$ cat config.mk
export PLATFORM = sky130hd
export DESIGN_NAME = energy_vad_segmenter
export DESIGN_NICKNAME = d
export VERILOG_FILES = /design/src/rtl/core/evs_pkg.sv /design/src/rtl/core/evs_core.sv /design/src/rtl/core/energy_vad_segmenter.sv
export SDC_FILE = /design/constraint.sdc
export NUM_CORES = 1
export LEC_CHECK = 0
export BUFFER_PORTS_ARGS = -buffer_cell sky130_fd_sc_hd__buf_2
export CORE_UTILIZATION = 52
export CTS_CLUSTER_SIZE = 28
export DETAILED_ROUTE_END_ITERATION = 6
export PLACE_DENSITY = 0.76
export SETUP_SLACK_MARGIN = 0.05
export SLEW_MARGIN = 15
export SYNTH_ARGS = -nofsm -noshare
export SYNTH_HDL_FRONTEND = slang
export SYNTH_SLANG_ARGS = --single-unit
$ cat constraint.sdc
create_clock -name i_clk -period 4.05 [get_ports i_clk]
set_input_delay 0.81 -clock i_clk [delete_from_list [all_inputs] [get_ports i_clk]]
set_output_delay 0.81 -clock i_clk [all_outputs]
set_load 0.02 [all_outputs]
$ cat src/rtl/core/evs_pkg.sv
// Shared types and constants for the energy VAD segmenter.
// No dependencies; imported by evs_core and energy_vad_segmenter.
package evs_pkg;

    localparam int FRAME_BITS_DEF = 32;

    localparam int ENERGY_W   = 32;
    localparam int HANGOVER_W = 8;
    localparam int START_W    = 32;
    localparam int END_W      = 31;
    localparam int CFG_IDX_W  = 2;
    localparam int CFG_DATA_W = 32;

    localparam logic [ENERGY_W-1:0]   THRESHOLD_RST = 32'd327680;
    localparam logic [HANGOVER_W-1:0] HANGOVER_RST  = 8'd10;
    localparam logic [HANGOVER_W-1:0] RUN_MAX       = 8'd255;

    typedef enum logic [CFG_IDX_W-1:0] {
        REG_THRESHOLD = 2'd0,
        REG_HANGOVER  = 2'd1
    } t_reg_idx;

    typedef enum logic {
        OP_FRAME = 1'b0,
        OP_FLUSH = 1'b1
    } t_op;

    typedef struct packed {
        logic                operation;
        logic [ENERGY_W-1:0] energy;
    } t_in_item;

    typedef struct packed {
        logic signed [START_W-1:0] segment_start;
        logic [END_W-1:0]          segment_end;
        logic                      closed_by_flush;
    } t_out_item;

    typedef struct packed {
        logic [ENERGY_W-1:0]   threshold;
        logic [HANGOVER_W-1:0] hangover;
    } t_cfg;

endpackage

$ cat src/rtl/core/evs_core.sv
// Next-state and result logic of the segmenter for one request.
// Depends on evs_pkg; state registers live in energy_vad_segmenter.
module evs_core import evs_pkg::*; #(
    parameter int FRAME_BITS = FRAME_BITS_DEF
) (
    input  t_in_item                i_item,
    input  t_cfg                    i_cfg,
    input  logic                    i_in_speech,
    input  logic [HANGOVER_W-1:0]   i_run_count,
    input  logic [FRAME_BITS-1:0]   i_frame_index,
    input  logic [FRAME_BITS-1:0]   i_start_index,
    output logic                    o_in_speech,
    output logic [HANGOVER_W-1:0]   o_run_count,
    output logic [FRAME_BITS-1:0]   o_frame_index,
    output logic [FRAME_BITS-1:0]   o_start_index,
    output logic                    o_emit,
    output t_out_item               o_result
);

    logic [HANGOVER_W-1:0]       h;
    logic [FRAME_BITS-1:0]       h_ext;
    logic                        loud;
    logic [FRAME_BITS-1:0]       fi_inc;
    logic [FRAME_BITS-1:0]       fi_back;
    logic [HANGOVER_W-1:0]       run_inc;
    logic [FRAME_BITS-1:0]       res_start;
    logic [FRAME_BITS-1:0]       res_end;
    logic                        res_flush;
    logic [FRAME_BITS+START_W-1:0] start_wide;
    logic [FRAME_BITS+END_W-1:0]   end_wide;

    assign h       = (i_cfg.hangover == '0) ? HANGOVER_W'(1) : i_cfg.hangover;
    assign h_ext   = {{(FRAME_BITS-HANGOVER_W){1'b0}}, h};
    assign loud    = i_item.energy > i_cfg.threshold;
    assign fi_inc  = i_frame_index + FRAME_BITS'(1);
    assign fi_back = fi_inc - h_ext;
    assign run_inc = (i_run_count < RUN_MAX) ? i_run_count + HANGOVER_W'(1) : i_run_count;

    always_comb begin
        o_in_speech   = i_in_speech;
        o_run_count   = i_run_count;
        o_frame_index = i_frame_index;
        o_start_index = i_start_index;
        o_emit        = 1'b0;
        res_start     = i_start_index;
        res_end       = i_frame_index;
        res_flush     = 1'b1;
        if (i_item.operation == OP_FLUSH) begin
            o_emit = i_in_speech;
        end else begin
            o_frame_index = fi_inc;
            if (!i_in_speech) begin
                if (loud) begin
                    if (run_inc >= h) begin
                        o_run_count   = h;
                        o_start_index = fi_back;
                        o_in_speech   = 1'b1;
                    end else begin
                        o_run_count = run_inc;
                    end
                end else begin
                    o_run_count = '0;
                end
            end else if (loud) begin
                o_run_count = h;
            end else if (i_run_count <= HANGOVER_W'(1)) begin
                o_run_count = '0;
                o_in_speech = 1'b0;
                o_emit      = 1'b1;
                res_end     = fi_back;
                res_flush   = 1'b0;
            end else begin
                o_run_count = i_run_count - HANGOVER_W'(1);
            end
        end
    end

    assign start_wide = {{START_W{1'b0}}, res_start};
    assign end_wide   = {{END_W{1'b0}}, res_end};

    assign o_result.segment_start   = $signed(start_wide[START_W-1:0]);
    assign o_result.segment_end     = end_wide[END_W-1:0];
    assign o_result.closed_by_flush = res_flush;

endmodule

$ cat src/rtl/core/energy_vad_segmenter.sv
// Energy-threshold VAD segmenter: top level with state, config and result register.
// A result is valid in the cycle after its request is accepted.
// One request per cycle unless stalled; the result register is the only stage.
// Input stalls only while a result is held and the output is stalled.
// Synchronous active-low reset restarts segment state and loads register defaults.
// Depends on evs_pkg and evs_core.
module energy_vad_segmenter import evs_pkg::*; #(
    parameter int FRAME_BITS = FRAME_BITS_DEF
) (
    input  logic                  i_clk,
    input  logic                  i_rst_n,
    input  logic                  i_in_valid,
    output logic                  o_in_stall,
    input  t_in_item              i_in_item,
    output logic                  o_out_valid,
    input  logic                  i_out_stall,
    output t_out_item             o_out_item,
    input  logic                  i_cfg_valid,
    output logic                  o_cfg_ready,
    input  logic [CFG_IDX_W-1:0]  i_cfg_index,
    input  logic [CFG_DATA_W-1:0] i_cfg_data
);

    t_cfg                  r_cfg;
    logic                  r_in_speech;
    logic [HANGOVER_W-1:0] r_run_count;
    logic [FRAME_BITS-1:0] r_frame_index;
    logic [FRAME_BITS-1:0] r_start_index;
    logic                  r_out_valid;
    t_out_item             r_out_item;

    logic                  n_in_speech;
    logic [HANGOVER_W-1:0] n_run_count;
    logic [FRAME_BITS-1:0] n_frame_index;
    logic [FRAME_BITS-1:0] n_start_index;
    logic                  emit;
    t_out_item             result;
    logic                  out_load;
    logic                  in_acc;

    evs_core #(
        .FRAME_BITS (FRAME_BITS)
    ) u_core (
        .i_item        (i_in_item),
        .i_cfg         (r_cfg),
        .i_in_speech   (r_in_speech),
        .i_run_count   (r_run_count),
        .i_frame_index (r_frame_index),
        .i_start_index (r_start_index),
        .o_in_speech   (n_in_speech),
        .o_run_count   (n_run_count),
        .o_frame_index (n_frame_index),
        .o_start_index (n_start_index),
        .o_emit        (emit),
        .o_result      (result)
    );

    assign out_load    = !r_out_valid || !i_out_stall;
    assign o_in_stall  = !out_load;
    assign in_acc      = i_in_valid && out_load;
    assign o_out_valid = r_out_valid;
    assign o_out_item  = r_out_item;
    assign o_cfg_ready = 1'b1;

    always_ff @(posedge i_clk) begin
        if (!i_rst_n) begin
            r_cfg.threshold <= THRESHOLD_RST;
            r_cfg.hangover  <= HANGOVER_RST;
            r_in_speech     <= 1'b0;
            r_run_count     <= '0;
            r_frame_index   <= '1;
            r_start_index   <= '0;
            r_out_valid     <= 1'b0;
        end else begin
            if (i_cfg_valid && o_cfg_ready) begin
                case (i_cfg_index)
                    REG_THRESHOLD: r_cfg.threshold <= i_cfg_data;
                    REG_HANGOVER:  r_cfg.hangover  <= i_cfg_data[HANGOVER_W-1:0];
                    default: ;
                endcase
            end
            if (in_acc) begin
                r_in_speech   <= n_in_speech;
                r_run_count   <= n_run_count;
                r_frame_index <= n_frame_index;
                r_start_index <= n_start_index;
            end
            if (out_load) begin
                r_out_valid <= in_acc && emit;
            end
        end
    end

    always_ff @(posedge i_clk) begin
        if (out_load) begin
            r_out_item <= result;
        end
    end

endmodule

; ---- Word-level counts from Yosys, hierarchy flattened
; Cells that the tools add are included.
[word_totals]
reg_bits = 178
latch_bits = 0
ramBits = 0
mem_bits_ro = 0
out_inout_bits = 67
n_memories = 0
[op_classes]
add_sub_neg = 4
mul = 0
n_div = 0
order_cmp = 4
eq_ne = 1
n_shift = 0
n_mux = 20
bitwise = 2
reduce_logical = 13
[ops]
columns = operator, n
row1 = two-way mux 31 bit, 4
row2 = two-way mux 8 bit, 7
row3 = "adder 32 x 1 -> 32 bit, second input constant", 1
row4 = greater-than comparator 32 bit, 1
row5 = subtractor 32 x 8 -> 32 bit, 1
row6 = two-way mux 1 bit, 9
row7 = "adder 8 x 1 -> 8 bit, second input constant", 1
row8 = greater-or-equal comparator 8 bit, 1
row9 = "<= comparator 8 x 1 -> 1 bit, second input constant", 1
row10 = zero test 8 bit, 1
row11 = "less-than comparator 8 bit, second input constant", 1
row12 = "subtractor 8 x 1 -> 8 bit, second input constant", 1
row13 = AND reduction 2 bit, 3
row14 = AND reduction 5 bit, 1
row15 = zero test 1 bit, 3
row16 = "== test 2 x 1 -> 1 bit, second input constant", 1
row17 = logical AND 1 bit, 2
row18 = zero test 2 bit, 1
row19 = NOT 1 bit, 2
row20 = OR reduction 2 bit, 1
row21 = logical OR 1 bit, 1

; ---- Logic depth before layout (Yosys ltp)
[logic_depth]
ltp_word = 7
mapped_depth = 17
ltp_nobuf = 15

; ---- Hierarchy
; A second synthesis with hierarchy kept.
[unflattened]
hier_cells = 1320
area_unflattened_um2 = 11930.2
[modules_own_cells]
columns = module, instances, cells_per_inst, area_per_inst_um2
row1 = energy_vad_segmenter, 1, 557, 6663.9
row2 = evs_core, 1, 763, 5266.3

; ---- Worst setup path after synthesis
; OpenSTA, ideal clock, no wires.
[synth_path]
kind = input to register
from = input i_out_stall
to = register r_start_index[31]
arrival_ns = 4.292
slack_ns = -0.321
path_stages = 8
cell_sequence = nand2_1 inv_1 nor3b_1 nand3_1 or2_2 clkbuf_1 or3_1 o211ai_1
[synth_via]
elab_chain_len = 4
[synth_rtl]
columns = element, line_no
row1 = "start, declared", energy_vad_segmenter.sv:16  ; input logic i_out_stall,
row2 = zero test 1 bit, energy_vad_segmenter.sv:58  ; assign out_load = !r_out_valid || !i_out_stall;
row3 = logical OR 1 bit, energy_vad_segmenter.sv:58
row4 = logical AND 1 bit, energy_vad_segmenter.sv:60  ; assign in_acc = i_in_valid && out_load;
row5 = AND reduction 5 bit (no line), --
row6 = "end signal, assigned", energy_vad_segmenter.sv:86  ; r_start_index <= n_start_index;
row7 = "end, declared", energy_vad_segmenter.sv:28  ; logic [FRAME_BITS-1:0] r_start_index;
; No other way between the ends.
; A chain may end at the register's enable or synchronous reset.

; ---- Worst setup path in the final report
[layout_path]
from = register r_frame_index[0]
to = register r_start_index[24]
[layout_via]
elab_chain_len = 2
[layout_rtl]
columns = element, line_no
row1 = "start, declared", energy_vad_segmenter.sv:27  ; logic [FRAME_BITS-1:0] r_frame_index;
row2 = "start signal, assigned", energy_vad_segmenter.sv:85  ; r_frame_index <= n_frame_index;
row3 = adder 32 x 1 -> 32 bit, evs_core.sv:35  ; assign fi_inc = i_frame_index + FRAME_BITS'(1);
row4 = named net u_core.fi_inc[6], evs_core.sv:23  ; logic [FRAME_BITS-1:0] fi_inc;
row5 = subtractor 32 x 8 -> 32 bit, evs_core.sv:36  ; assign fi_back = fi_inc - h_ext;
; The timed path passes the listed nets, and every way through them passes these cells.

==> impl_results.md <==
- Power Density: between 400 and 500 nW/µm²
- Setup crit start kind: register
- CP delay by family, top: simple AND/OR/NAND/NOR gates
- Crit share post-route: between 90% and 100%
- First drt pass iteration count: 7
- Clock skew: 0.01170 ns
- Syn Area/Cell: ~9 µm²
- Most numerous cell in the Yosys netlist: nand2_1
- Final Net Count: 1334
- Final Critical Period: between 3 and 4 ns
- Status: complete, but fails checks
- CP Capture Type: register
- Die Y-Extent: ~140 µm
- Final setup viols: 0
- Setup CP Type: reg -> reg
- Seq cells post-synth: about 180
- Most used cell, CP: ha_1
- Crit path largest cell delay: between 0.5 and 0.6 ns
- Synthesized cell area: about 9800 µm²
- Hold_ws: roughly 0.43 ns
- Fin Setup TNS: 0 ns
- Via count: between 8k and 9k
- CTS clk-pin slew, worst paths: roughly 0.07 ns
- Layout area overhead: 15.60%
- First-pass GRT wire length: ~38000 µm
- CTS Root Cell: clkbuf_16
- Die ar.: ~19000 µm²
- Crit path required time: 4.42 ns
- Worst Path Buf+Inv: 0
- Routability cong.: between 0.9 and 1
- Layout cells sized above 1: roughly a fifth
- CTS tree: yes
- Failing checks: DRC
- Commonest cells in the netlist: nand2_1 (179), dfxtp_1 (114), a21oi_1 (86)
- Min-delay worst type: reg -> reg
- Pleak: around 0.0045 µW
- CP max stage cell: dfxtp_1
- Yosys warns: 0
- Synth cell types: between 60 and 70
- MaxCap Viol Count: 0
- Area of the core: approximately 18000 µm²
- Synth top area cells: dfxtp_1 (23%), edfxtp_1 (20%), nand2_1 (6.9%)
- Vias per Instance: 5.673
- Row cnt: 49
- Clock Tree Buf Depth: 2
- Async set or reset register ratio after synthesis: 0%
- Seq/Total Area, Yosys: a little over two fifths
- Reg2reg setup slack: just over 0.3 ns
- Placed Cells: 1419
- Main synth FF type: dfxtp_1
- I/O Pins: about 140
- WL final: 22840 µm
- GRT Total Usage: between 20% and 30%
- Hold-fix buffers, CTS: 0
- Clock Sink Count: 178
- Vias in the first global route: roughly 8k
- Max IR drop VDD: between 0.0003 and 0.0004 V
- Dpl hpwl: 16030 µm
- Largest net degree at the start of global routing: 67
- Post-synth top area share: 23.40%
- Initial antenna violation count: 0
- DIE WIDTH: 138.9 µm
- Final Slew Violations: 0
- Post-route DRC: 12
- Worst skew pair latency: ~0.44 ns
- Gr ovfl total: 0
- CTS Buf Count: 17
- Slew margin rel.: a little over two fifths
- Largest area contributor in the netlist: dfxtp_1
- Antenna diodes: 0
- 1st-iter DRT viols: ~790
- Final Hold Fails: 0
- Unrepaired setup endpoints after global routing: false
- Non-Filler Instances: around 1.5k
- EDFF count, synth: between 60 and 70
- Max frequency: ~270 MHz
- Worst-margin pin slew: between 0.8 and 0.9 ns
- Max FO, Critical Path: 13
- H-tree depth: 4
- Worst EP arrival: slightly above 4 ns
- Starting Density: ~54%
- # port buffers: between 100 and 150
- Net count after synthesis: ~1.2k
- Worst path cell trace: ha_1, nand3_2, nor2_1, xor2_1, ha_1, o21a_1, o21ai_0, a21oi_1, nor4_4, nand2_1, mux2i_1, or4_1, nand3_1
- Cell count after synthesis: approximately 1.1k
- Routed WL per cell: 15.74 µm
- Final ANT Viol Nets: 0
==> registers in the layout, indices dropped and copies added (netlist names) <==
register,flops
r_frame_index,32
r_run_count,8
o_out_item,64
r_start_index,32
r_cfg,40
o_out_valid,1
r_in_speech,1
==> per-layer routing <==
metal,global-route usage [%],share of wire [%]
met3,6.388,7.9
met4,10.23,2.6
met1,30.55,44
met5,0,0
met2,40.48,46
==> worst paths after layout <==
| kind | startpoint | endpoint | cells after the start |
|---|---|---|---|
| worst min register to register | r_start_index[16]$_SDFFE_PN0P_ | o_out_item[48]$_DFFE_PN_ | 0 |
| worst max-delay path | r_frame_index[0]$_SDFFE_PN1P_ | r_start_index[24]$_SDFFE_PN0P_ | 13 |
| worst max register to register | r_frame_index[0]$_SDFFE_PN1P_ | r_start_index[24]$_SDFFE_PN0P_ | 13 |
| worst min-delay path | r_start_index[16]$_SDFFE_PN0P_ | o_out_item[48]$_DFFE_PN_ | 0 |
==> repair_timing <==
| item | in CTS | in global routing |
|---|---|---|
| resized for setup | 0 | 1 |
| endpoints found under the hold margin | 0 | 0 |
| setup buffers | 0 | 0 |
| endpoints found under the setup margin | 0 | 4 |
==> metrics by stage <==
stage	util (%)	worst slack (ns)	instance area (µm²)	total power, µW
floorplan	-	0.4515	9754	3133
global route	62.12	0.07412	11270	5437
detailed placement	58.73	0.1803	10660	3515
global placement	58.73	0.2933	10660	3488
finish	62.12	0.3082	11270	5186
CTS	62.06	0.1600	11260	5193
==> power breakdown <==
part           internal (µW)  switching, µW
clock                    897            784
sequential              1960            114
combinational            566            866
total                   3420           1760
==> logic make-up (layout without fill, tap and decap cells) <==
family,after synthesis,in the layout,share of synthesized area [%]
AOI/OAI and AO/OA,207,207,12.72
adders and majority gates,53,53,6.877
and+or+nand+nor,420,420,21.36
xor gates and xnor gates,85,85,7.634
other,1,1,0.03845
DFF,178,178,43.11
buffers and inverters,123,248,5.004
muxes,30,30,3.259
==> area by class of cell <==
class / instances / area (µm²)
clock buffers: 18 / 439.2
clock inverters: 14 / 165.2
fillers: 1592 / 6874
inverters: 53 / 198.9
multi-input cells: 796 / 5086
flip-flops and latches: 178 / 4204
well taps: 229 / 286.5
repair buffers: 163 / 893.4
==> cell usage in the layout (no fill, tap or decap), types with 7 or more instances in the layout <==
master and n:
a21o_1 9, a21oi_1 86, a31oi_1 7, and3_1 15
buf_2 137, buf_4 25, clkbuf_16 17, dfxtp_1 114
edfxtp_1 64, ha_1 52, inv_1 52, mux2_2 13
mux2i_1 16, nand2_1 178, nand3_1 40, nand4_1 31
nor2_1 58, nor3_1 21, nor4_1 8, o211ai_1 10
o21a_1 13, o21ai_0 49, or3_1 18, xnor2_1 47
xor2_1 38
Note: power is estimated with default switching activity, not from simulation.
